[src/rv32s_pkg.sv]
// Package: shared constants, opcodes, status codes and types for the RV32 subset core.
`timescale 1ns / 1ps
package rv32s_pkg;
    localparam int DATA_BYTES = 4096;
    localparam int DADDR_W = $clog2(DATA_BYTES);

    localparam logic [6:0] OP_R    = 7'h33;
    localparam logic [6:0] OP_I    = 7'h13;
    localparam logic [6:0] OP_LD   = 7'h03;
    localparam logic [6:0] OP_ST   = 7'h23;
    localparam logic [6:0] OP_BR   = 7'h63;
    localparam logic [6:0] OP_JAL  = 7'h6F;
    localparam logic [6:0] OP_JALR = 7'h67;
    localparam logic [6:0] OP_LUI  = 7'h37;
    localparam logic [6:0] OP_AUI  = 7'h17;

    localparam logic [2:0] ST_OK     = 3'd0;
    localparam logic [2:0] ST_TERM   = 3'd1;
    localparam logic [2:0] ST_ZERO   = 3'd2;
    localparam logic [2:0] ST_UNALN  = 3'd3;
    localparam logic [2:0] ST_UNSUP  = 3'd4;
    localparam logic [2:0] ST_HALTED = 3'd5;

    localparam logic [1:0] SOP_ADD = 2'd0;
    localparam logic [1:0] SOP_SUB = 2'd1;
    localparam logic [1:0] SOP_MUL = 2'd2;
    localparam logic [1:0] SOP_DIV = 2'd3;

    typedef struct packed {
        logic        start;
        logic [1:0]  op;
        logic        want_rem;
        logic [31:0] a;
        logic [31:0] b;
    } t_ser_req;

    typedef struct packed {
        logic        done;
        logic [31:0] result;
    } t_ser_rsp;
endpackage

[src/rv32s_serial_alu.sv]
// Bit-serial arithmetic unit: add, subtract, shift-add multiply and restoring divide.
`timescale 1ns / 1ps
module rv32s_serial_alu (
    input  logic                 i_clk,
    input  logic                 i_rst_n,
    input  rv32s_pkg::t_ser_req  i_req,
    output rv32s_pkg::t_ser_rsp  o_rsp
);
    logic        r_busy, n_busy;
    logic [1:0]  r_op, n_op;
    logic [5:0]  r_cnt, n_cnt;
    logic [31:0] r_a, n_a;
    logic [31:0] r_b, n_b;
    logic [31:0] r_acc, n_acc;
    logic        r_cy, n_cy;
    logic        r_rem, n_rem;
    logic        r_na, n_na;
    logic        r_nq, n_nq;
    logic        r_bz, n_bz;
    logic [31:0] r_orig, n_orig;
    logic        r_done, n_done;
    logic [31:0] r_res, n_res;

    logic [1:0]  sum2;
    logic [32:0] trial;
    logic [31:0] ma, mb, q, rm;

    always_comb begin
        n_busy = r_busy; n_op = r_op; n_cnt = r_cnt; n_a = r_a; n_b = r_b;
        n_acc = r_acc; n_cy = r_cy; n_rem = r_rem; n_na = r_na; n_nq = r_nq;
        n_bz = r_bz; n_orig = r_orig; n_done = 1'b0; n_res = r_res;
        sum2 = 2'd0; trial = 33'd0;
        ma = i_req.a[31] ? 32'd0 - i_req.a : i_req.a;
        mb = i_req.b[31] ? 32'd0 - i_req.b : i_req.b;
        q = r_a; rm = r_acc;
        if (!r_busy) begin
            if (i_req.start) begin
                n_busy = 1'b1; n_op = i_req.op; n_cnt = 6'd0; n_acc = 32'd0;
                n_rem = i_req.want_rem; n_orig = i_req.a; n_bz = (i_req.b == 32'd0);
                n_na = i_req.a[31]; n_nq = i_req.a[31] ^ i_req.b[31];
                n_cy = (i_req.op == rv32s_pkg::SOP_SUB);
                n_a = i_req.a; n_b = i_req.b;
                if (i_req.op == rv32s_pkg::SOP_SUB) n_b = ~i_req.b;
                if (i_req.op == rv32s_pkg::SOP_DIV) begin
                    n_a = ma; n_b = mb;
                end
            end
        end else begin
            unique case (r_op)
                rv32s_pkg::SOP_ADD, rv32s_pkg::SOP_SUB: begin
                    sum2 = {1'b0, r_a[0]} + {1'b0, r_b[0]} + {1'b0, r_cy};
                    n_cy = sum2[1];
                    n_acc = {sum2[0], r_acc[31:1]};
                    n_a = r_a >> 1; n_b = r_b >> 1;
                end
                rv32s_pkg::SOP_MUL: begin
                    if (r_b[0]) n_acc = r_acc + r_a;
                    n_a = r_a << 1; n_b = r_b >> 1;
                end
                default: begin
                    trial = {r_acc, r_a[31]} - {1'b0, r_b};
                    if (!trial[32]) begin
                        n_acc = trial[31:0]; n_a = {r_a[30:0], 1'b1};
                    end else begin
                        n_acc = {r_acc[30:0], r_a[31]}; n_a = {r_a[30:0], 1'b0};
                    end
                end
            endcase
            n_cnt = r_cnt + 6'd1;
            if (r_cnt == 6'd31) begin
                n_busy = 1'b0; n_done = 1'b1;
                q = n_a; rm = n_acc;
                unique case (r_op)
                    rv32s_pkg::SOP_DIV: begin
                        if (r_bz) n_res = r_rem ? r_orig : 32'hFFFFFFFF;
                        else if (r_rem) n_res = r_na ? 32'd0 - rm : rm;
                        else n_res = r_nq ? 32'd0 - q : q;
                    end
                    default: n_res = n_acc;
                endcase
            end
        end
    end

    always_ff @(posedge i_clk) begin
        if (!i_rst_n) begin
            r_busy <= 1'b0; r_done <= 1'b0;
        end else begin
            r_busy <= n_busy; r_done <= n_done;
        end
        r_op <= n_op; r_cnt <= n_cnt; r_a <= n_a; r_b <= n_b; r_acc <= n_acc;
        r_cy <= n_cy; r_rem <= n_rem; r_na <= n_na; r_nq <= n_nq; r_bz <= n_bz;
        r_orig <= n_orig; r_res <= n_res;
    end

    assign o_rsp.done = r_done;
    assign o_rsp.result = r_res;
endmodule

[config.mk]
export PLATFORM = sky130hd
export DESIGN_NAME = rv32s_serial_alu
export DESIGN_NICKNAME = d
export VERILOG_FILES = /design/src/rv32s_pkg.sv /design/src/rv32s_serial_alu.sv
export SDC_FILE = /design/constraint.sdc
export NUM_CORES = 1
export LEC_CHECK = 0
export ABC_CLOCK_PERIOD_IN_PS = 7500
export BUFFER_PORTS_ARGS = -buffer_cell sky130_fd_sc_hd__clkbuf_2
export CORE_MARGIN = 8
export CORE_UTILIZATION = 50
export DETAILED_ROUTE_END_ITERATION = 7
export HOLD_SLACK_MARGIN = 0.03
export PLACE_DENSITY_LB_ADDON = 0.08
export SLEW_MARGIN = 20
export SYNTH_ARGS = -nofsm -noshare
export SYNTH_HDL_FRONTEND = slang
export SYNTH_SLANG_ARGS = --single-unit
[constraint.sdc]
create_clock -name i_clk -period 7.5 [get_ports i_clk]
set_input_delay 0.75 -clock i_clk [delete_from_list [all_inputs] [get_ports i_clk]]
set_output_delay 0.75 -clock i_clk [all_outputs]
set_load 0.03 [all_outputs]
# Yosys cells after proc, flatten, opt, wreduce, memory -nomap -nowiden
# Cells that the tools add are included.
# totals
register_bits,175
in_bits,70
out_inout_bits,33
word_cells,78
# op_classes
addsub,9
eq_ne,8
muxes,34
n_bitwise,3
reduce_logical,10
# op_table
operator,count
$mux 32,22
$pmux 32 s2,2
$sub 1x32->32 const A,4
$sub 33x32->33,1
$add 32x32->32,1
$logic_not 32->1,1
$not 32->32,1
$mux 6,2
$reduce_and 2->1,5
$mux 1,8
$add 6x1->6 const B,1
$eq 2x2->1 const B,3
$eq 6x5->1 const B,1
$eq 2x1->1 const B,2
$reduce_or 3->1,1
$add 1x1->2,1
$add 2x1->2,1
$logic_not 2->1,1
$ne 2x1->1 const B,1
$ne 2x2->1 const B,1
$reduce_bool 2->1,1
$reduce_or 2->1,1
$not 1->1,1
$xor 1x1->1,1

# Logic depth before layout (Yosys ltp)
# Gate-level depths: netlist (run 1).
# depth
word_depth,9
ltp_mapped,21

# Least setup slack after synthesis (run 1)
# No wires, ideal clock.
# synth_timing
path_kind,reg2reg
start,register r_b[0]
end,"register r_res[30], data pin"
setup_ps,272
arrival_ps,4669
required_ps,7228
slack_ps,2559
stages_incl_launch_ff,16
period_less_slack_ps,4941
cell_sequence,edfxtp_1 ha_1 fa_1 nand2b_1 a2111oi_4 o211ai_2 a21bo_2 a21oi_2 nor3_2 a221o_1 and4bb_4 nand4_4 or4_4 o41ai_2 nor2_1 or4_1
# synth_via
elab_chain_cells,9
# synth_lines
item,line,text
"start, declared",rv32s_serial_alu.sv:13,"logic [31:0] r_b, n_b;"
"start signal, assigned",rv32s_serial_alu.sv:91,r_op <= n_op; r_cnt <= n_cnt; r_a <= n_a; r_b <= n_b; r_acc <= n_acc;
$sub 33x32->33,rv32s_serial_alu.sv:61,"trial = {r_acc, r_a[31]} - {1'b0, r_b};"
$mux 1 / $mux 32 (equally long branches),rv32s_serial_alu.sv:62,if (!trial[32]) begin
$pmux 32 s2,rv32s_serial_alu.sv:49,unique case (r_op)
$mux 32,rv32s_serial_alu.sv:36,if (!r_busy) begin
"$sub 1x32->32, on equally long branches","rv32s_serial_alu.sv:77, rv32s_serial_alu.sv:76",
"$mux 32, on equally long branches","rv32s_serial_alu.sv:77, rv32s_serial_alu.sv:76",
$mux 32,rv32s_serial_alu.sv:76,else if (r_rem) n_res = r_na ? 32'd0 - rm : rm;
$mux 32,rv32s_serial_alu.sv:75,if (r_bz) n_res = r_rem ? r_orig : 32'hFFFFFFFF;
$mux 32 (*),rv32s_serial_alu.sv:73,unique case (r_op)
"end signal, assigned",rv32s_serial_alu.sv:93,r_orig <= n_orig; r_res <= n_res;
"end, declared",rv32s_serial_alu.sv:22,"logic [31:0] r_res, n_res;"
# Mark *: on every way between the ends. The rest lies on a longest branch, timed or not. The select of a mux whose other input is x is not followed.
# A chain may end at the register's enable or synchronous reset.

# Worst setup path in the final report (run 1)
# Same ends and word-level chain as after synthesis.

==> impl_metrics.sql, run 1 <==
INSERT INTO impl_metrics (metric_group, metric, value, unit) VALUES
('setup_path', 'path_common_cell', 'sky130_fd_sc_hd__a2111oi_4', ''),
('worst_hold_path', 'worst_hold_path.endpoint', 'r_rem', ''),
('floorplan', 'chipHeight', '191', 'µm'),
('power', 'seqPwrFrac', '34.1', '%'),
('floorplan', 'design.core.area', '30400', 'µm²'),
('setup_path', 'critical_path.startpoint_type', 'register', ''),
('route', 'routed-via-count', '14400', ''),
('route', 'initial_detailed_routing_violation_count', '1602', ''),
('power', 'power_density_normalized_to_cell_area', '229', 'nW/µm²'),
('route', 'drt-total-wl', '54.3', 'mm'),
('setup_path', 'cp_data_required_time', '7.71', 'ns'),
('timing', 'timing.final.hold_violations', '0', ''),
('floorplan', 'die_width', '191', 'µm'),
('finish', 'drive_above_1_share', '11.4', '%'),
('timing', 'slew_headroom', '26.5', '%'),
('setup_path', 'critPathTopFamily', 'simple AND/OR/NAND/NOR gates', ''),
('timing', 'final_critical_path_setup_slack', '1.49', 'ns'),
('global_routing', 'grt_start_max_net_pins', '79', ''),
('yosys', 'synth.lib_cells_used.distinct', '96', ''),
('clock_network', 'cts_buffers', '17', ''),
('clock_network', 'tritoncts', 'built', ''),
('route', 'dr_vias_cell', '6.34', ''),
('yosys', 'synth_flop_cell', 'sky130_fd_sc_hd__edfxtp_1', ''),
('floorplan', 'initial_core_util', '50.5', '%'),
('worst_hold_path', 'holdCritPathClass', 'primary input to register', ''),
('timing', 'fmax', '0.166', 'GHz'),
('yosys', 'synth_area_per_cell', '8.49', 'µm²'),
('clock_network', 'cts-root-buf', 'sky130_fd_sc_hd__clkbuf_16', ''),
('setup_path', 'register_to_register_setup_slack', '1.49', 'ns'),
('setup_path', 'worstReg2RegEnd', 'r_res[30]', ''),
('setup_path', 'cpMaxStageDelayCell', 'sky130_fd_sc_hd__a21boi_2', ''),
('job', 'drv.max_cap_violation_count', '0', ''),
('worst_hold_path', 'worst_hold_path.num_cells', '1', ''),
('global_routing', 'initial_antenna_violation_count', '1', ''),
('floorplan', 'std_cell_rows', '64', ''),
('floorplan', 'dieArea', '36600', 'µm²'),
('yosys', 'synth-async-reset-ratio', '0', '%'),
('timing', 'worst_hold_slack', '0.454', 'ns'),
('route', 'antenna_left', '0', ''),
('route', 'post-route-drc-count', '0', ''),
('timing', 'finClkSkew', '0.0133', 'ns'),
('setup_path', 'worstPathArrival', '6.21', 'ns'),
('finish', 'area_delta_synth_final', '9.29', '%'),
('timing', 'min_period', '6.01', 'ns'),
('finish', 'finish.net_count', '2007', ''),
('yosys', 'synth_top_area_share', '33.6', '%'),
('yosys', 'syn_area', '15400', 'µm²'),
('clock_network', 'clk_latency', '0.47', 'ns'),
('yosys', 'synth.yosys.warnings', '0', ''),
('yosys', 'synth_top_cells_by_area', 'sky130_fd_sc_hd__edfxtp_1 (34%), sky130_fd_sc_hd__o21ai_0 (7.2%), sky130_fd_sc_hd__ha_1 (5.5%), sky130_fd_sc_hd__xnor2_1 (5.2%), sky130_fd_sc_hd__nand2_1 (4.6%)', ''),
('global_routing', 'grt_pass1_vias', '13700', ''),
('power', 'worst_ir_drop_on_vdd', '185', 'µV'),
('status', 'run_status', 'complete, no violations', ''),
('setup_path', 'worstPathCellList', 'buf_4 > ha_1 > fa_1 > nand2b_1 > a2111oi_4 > o211ai_2 > a21boi_2 > nor3_2 > nor2_2 > mux2_4 > a2111oi_4 > nand2_1 > or4_4 > o41ai_2 > nor2_1 > or4_1', ''),
('global_routing', 'grt_util_all_layers', '29.4', '%'),
('setup_path', 'r2r-start', 'r_b[0]', ''),
('placement', 'dp_worst_setup_slack', '1.54', 'ns'),
('clock_network', 'postCtsSetupRepairBufs', '0', ''),
('clock_network', 'clock_tree.htree_level_count', '4', ''),
('timing', 'transition_time_at_the_pin_with_the_least_slew_margin', '1.09', 'ns'),
('route', 'detailedRoute.firstPassIterationCount', '6', ''),
('yosys', 'synth_seq_area_share', '33.8', '%'),
('floorplan', 'io_pins', '103', ''),
('clock_network', 'cts.clk_slew.worst_paths', '0.08', 'ns'),
('power', 'cell_internal_pwr', '2.25', 'mW'),
('yosys', 'syn_inst', '1811', ''),
('global_routing', 'globalRoute.totalOverflow', '0', ''),
('power', 'p_clk_share', '23.9', '%'),
('timing', 'grt_setup_unrepaired', 'false', ''),
('finish', 'layout_common_cells', 'sky130_fd_sc_hd__o21ai_0 (220), sky130_fd_sc_hd__nand2_1 (188), sky130_fd_sc_hd__edfxtp_1 (172)', ''),
('yosys', 'synth_edf_count', '172', '');
==> sequential cells by signal, summed over array words and instances, names as in the netlist <==
register  count
r_a          32
r_acc        32
r_b          32
r_res        32
r_orig       31
r_cnt         6
r_op          2
r_busy        1
r_bz          1
r_cy          1
r_done        1
r_na          1
r_nq          1
r_rem         1
==> worst max-delay path by stage <==
stage | startpoint | end | slack, ns | depth (start not counted)
final | r_b[0] | r_res[30] | 1.49 | 16
after CTS | r_b[0] | r_res[30] | 1.51 | 16
after global routing | r_b[0] | r_res[30] | 1.16 | 16
after floorplan | r_b[0] | r_res[30] | 2.56 | 15
after global placement | r_b[0] | r_res[30] | 1.57 | 16
after detailed placement | r_b[0] | r_res[30] | 1.54 | 16
==> power groups by stage <==
stage / combinational (mW) / clock, mW / sequential, mW
3_5_place_dp: 1.56 / 0 / 1.33
4_1_cts: 1.58 / 0.935 / 1.31
6_report: 1.61 / 0.921 / 1.31
2_1_floorplan: 1.15 / 0 / 1.27
5_1_grt: 1.76 / 0.965 / 1.32
3_3_place_gp: 1.57 / 0 / 1.33
==> kinds of logic after synthesis <==
family	Yosys count	share of synthesized area [%]
compound gates	602	25.2
simple gates	598	18.9
flops	174	33.8
buf+inv	162	4.08
xor+xnor	157	8.94
fa+ha+maj	71	5.92
mux	47	3.19
==> area by class of cell <==
class,count,area (µm²)
fillers,2816,13600
repair buffers,122,661
well taps,396,495
inverters,76,285
clock buffers,18,429
clock inverters,14,165
flip-flops and latches,174,5210
multi-input cells,1475,9570
==> per-layer routing <==
layer | routed length (µm) | vias to the layer above | track usage, %
met1 | 24400 | 6867 | 41.1
met3 | 4780 | 78 | 6.91
li1 | - | 6854 | -
met4 | 1540 | 2 | 9.98
met2 | 23500 | 626 | 44.0
met5 | 13 | - | 0
==> worst reg2reg max path, cell delays in order (launching register included) <==
cell,delay [ns]
sky130_fd_sc_hd__edfxtp_1,0.36
sky130_fd_sc_hd__buf_4,0.23
sky130_fd_sc_hd__ha_1,0.23
sky130_fd_sc_hd__fa_1,0.41
sky130_fd_sc_hd__nand2b_1,0.26
sky130_fd_sc_hd__a2111oi_4,0.42
sky130_fd_sc_hd__o211ai_2,0.18
sky130_fd_sc_hd__a21boi_2,0.57
sky130_fd_sc_hd__nor3_2,0.20
sky130_fd_sc_hd__nor2_2,0.41
sky130_fd_sc_hd__mux2_4,0.37
sky130_fd_sc_hd__a2111oi_4,0.40
sky130_fd_sc_hd__nand2_1,0.17
sky130_fd_sc_hd__or4_4,0.56
sky130_fd_sc_hd__o41ai_2,0.43
sky130_fd_sc_hd__nor2_1,0.08
sky130_fd_sc_hd__or4_1,0.48
==> stage by stage <==
stage          std cells  cell area (µm²)
2_1_floorplan       1811            15400
3_3_place_gp        2243            16200
3_5_place_dp        2243            16200
4_1_cts             2275            16800
6_report            2275            16800
5_1_grt             2275            16800
==> cell usage after synthesis (34+ instances only) <==
master	instances
sky130_fd_sc_hd__xnor2_1	91
sky130_fd_sc_hd__nand2_1	188
sky130_fd_sc_hd__xor2_1	66
sky130_fd_sc_hd__inv_1	74
sky130_fd_sc_hd__clkbuf_1	73
sky130_fd_sc_hd__nor2_1	157
sky130_fd_sc_hd__o21ai_0	220
sky130_fd_sc_hd__edfxtp_1	172
sky130_fd_sc_hd__mux2i_1	34
sky130_fd_sc_hd__nand3_1	34
sky130_fd_sc_hd__ha_1	68
sky130_fd_sc_hd__nor3_1	48
sky130_fd_sc_hd__a21oi_1	130
No activity file was read; power rests on OpenSTA's default activity.
==> run 2, diff against run 1 <==
- ABC_CLOCK_PERIOD_IN_PS: 7500 -> 5400
- clock period: 7.5 -> 5.4 ns (I/O delays scaled with it)
==> impl_metrics.sql, run 2 (synthesis results as in run 1) <==
INSERT INTO impl_metrics (metric_group, metric, value, unit) VALUES
('status', 'run_status', 'complete, no violations', ''),
('floorplan', 'design.core.area', '30400', 'µm²'),
('finish', 'layout_commonest_cell', 'sky130_fd_sc_hd__o21ai_0', ''),
('placement', 'dp_worst_setup_slack', '0.102', 'ns'),
('placement', 'placed_area', '16800', 'µm²'),
('finish', 'area_delta_synth_final', '14.4', '%'),
('setup_path', 'setup.worst_path.end_class', 'register', ''),
('floorplan', 'initial_core_util', '50.5', '%'),
('timing', 'final-max-slew-violation-count', '0', ''),
('setup_path', 'worstPathArrival', '5.42', 'ns'),
('route', 'post_drt_wl_per_cell', '23.6', 'µm'),
('clock_network', 'clock_tree.htree_level_count', '4', ''),
('placement', 'buffer_ports.inserted', '102', ''),
('setup_path', 'worstPathCellList', 'ha_1 > and3_1 > a221oi_4 > or4_1 > a211o_1 > a211oi_1 > o21a_1 > nor2_1 > a222oi_1 > nand3_1 > or3_1 > o41ai_4 > nor2_1 > or4_1', ''),
('power', 'worst_ir_drop_on_vdd', '292', 'µV'),
('clock_network', 'cts.clk_slew.worst_paths', '0.09', 'ns'),
('power', 'power_density_normalized_to_cell_area', '317', 'nW/µm²'),
('clock_network', 'clock_sinks', '174', ''),
('setup_path', 'type_of_the_worst_setup_path', 'register to register', ''),
('global_routing', 'globalRoute.totalOverflow', '0', ''),
('clock_network', 'tritoncts', 'built', ''),
('timing', 'min_period', '5.20', 'ns'),
('power', 'total_power', '5.58', 'mW'),
('route', 'initial_detailed_routing_violation_count', '1425', ''),
('placement', 'post-dp-hpwl', '44.0', 'mm'),
('timing', 'transition_time_at_the_pin_with_the_least_slew_margin', '0.888', 'ns'),
('route', 'drt-total-wl', '55.9', 'mm'),
('clock_network', 'cts-root-buf', 'sky130_fd_sc_hd__clkbuf_16', ''),
('setup_path', 'cpMaxStageDelayCell', 'sky130_fd_sc_hd__or4_1', ''),
('setup_path', 'worst-path-max-fanout', '5', ''),
('global_routing', 'grt_start_max_net_pins', '76', ''),
('timing', 'fmax', '0.192', 'GHz'),
('route', 'post-route-drc-count', '0', ''),
('global_routing', 'grt_first_pass_wirelength', '84.5', 'mm'),
('job', 'drv.max_cap_violation_count', '0', ''),
('finish', 'final_core_util', '57.8', '%'),
('setup_path', 'critical_path.startpoint_type', 'register', ''),
('floorplan', 'std_cell_rows', '64', ''),
('floorplan', 'die_width', '191', 'µm'),
('timing', 'report.final.setup_viol', '0', ''),
('placement', 'placed_cells_incl_taps', '2321', ''),
('timing', 'finClkSkew', '0.0181', 'ns'),
('timing', 'finalCritPeriodShare', '96.3', '%'),
('timing', 'slew_headroom', '40.6', '%'),
('clock_network', 'clock_tree.buffer_depth', '2', ''),
('finish', 'finish.instance_area', '17600', 'µm²'),
('global_routing', 'grt_util_all_layers', '30.3', '%'),
('floorplan', 'io_pins', '103', ''),
('placement', 'finalWeightedCongestion', '0.954', ''),
('global_routing', 'grt_pass1_vias', '14300', ''),
('route', 'dr_vias_cell', '6.29', ''),
('finish', 'layout_common_cells', 'sky130_fd_sc_hd__o21ai_0 (217), sky130_fd_sc_hd__nand2_1 (187), sky130_fd_sc_hd__edfxtp_1 (172)', ''),
('timing', 'fin_tns_setup', '0', 'ns'),
('route', 'routed-via-count', '14900', ''),
('worst_hold_path', 'worst_hold_path.num_cells', '1', ''),
('route', 'detailedRoute.firstPassIterationCount', '6', ''),
('setup_path', 'cp_data_required_time', '5.61', 'ns'),
('timing', 'timing.final.hold_violations', '0', ''),
('floorplan', 'dieArea', '36600', 'µm²'),
('clock_network', 'cts_buffers', '17', ''),
('finish', 'finish.net_count', '2095', ''),
('clock_network', 'postCtsHoldBufs', '0', ''),
('clock_network', 'clk_latency', '0.47', 'ns'),
('setup_path', 'r2r_cells', '14', ''),
('power', 'leakagePower', '7.02', 'nW'),
('finish', 'drive_above_1_share', '15.9', '%'),
('route', 'antenna_left', '0', ''),
('global_routing', 'initial_antenna_violation_count', '3', ''),
('worst_hold_path', 'holdCritPathClass', 'primary input to register', ''),
('timing', 'final_critical_path_setup_slack', '0.198', 'ns'),
('setup_path', 'crit_path_largest_cell_delay', '0.61', 'ns'),
('finish', 'antenna-diode-count', '0', ''),
('timing', 'grt_setup_unrepaired', 'false', ''),
('finish', 'stdcell_count', '2363', ''),
('floorplan', 'chipHeight', '191', 'µm'),
('timing', 'worst_hold_slack', '0.243', 'ns');
run 2: changes by cell type in the layout (fill, tap and decap cells not counted), moves of 2 or more:
cell and change:
sky130_fd_sc_hd__buf_4 +86, sky130_fd_sc_hd__o21ai_0 -3, sky130_fd_sc_hd__clkinv_8 +2, sky130_fd_sc_hd__inv_6 -2, sky130_fd_sc_hd__o21ai_1 +2
run 2: metal layers:
metal | wire length, µm | vias to the layer above | GRT usage [%]
met5 | 13 | - | 0
met4 | 1730 | 2 | 11.4
met3 | 5120 | 91 | 6.51
met2 | 24900 | 664 | 46.6
met1 | 24100 | 7074 | 41.3
li1 | - | 7042 | -
run 2: area by class of cell:
cell class	instances	area [µm²]
inverter	76	285
sequential	174	5210
tap	396	495
fill	2806	12800
timing repair buffer	210	1340
multi-input combinational	1475	9650
clock buffer	17	425
clock inverter	15	193
run 2: repair_timing:
item	in CTS	in global routing
endpoints found under the hold margin	0	0
resized for setup	0	18
endpoints found under the setup margin	0	8
buffers inserted	0	10
run 2: worst max-delay path, delay by kind of cell, from the launching register on:
family          cells  cell delay [ns]
flops               1             0.56
simple gates        7             2.14
compound gates      6             1.75
fa+ha+maj           1             0.49
run 2: power by group:
group	leakage (nW)	internal [mW]	switching (mW)
logic	4.99	0.954	1.52
clock network	0.301	0.668	0.643
registers	1.72	1.65	0.147
run 2: path summary, 6_finish.rpt:
| path | from | to | slack, ns |
|---|---|---|---|
| worst max-delay path | r_acc[5] | r_res[30] | 0.20 |
| worst min-delay path | i_req[64] | r_rem | 0.24 |
| worst max register to register | r_acc[5] | r_res[30] | 0.20 |
| worst min register to register | r_b[15] | r_b[14] | 0.56 |
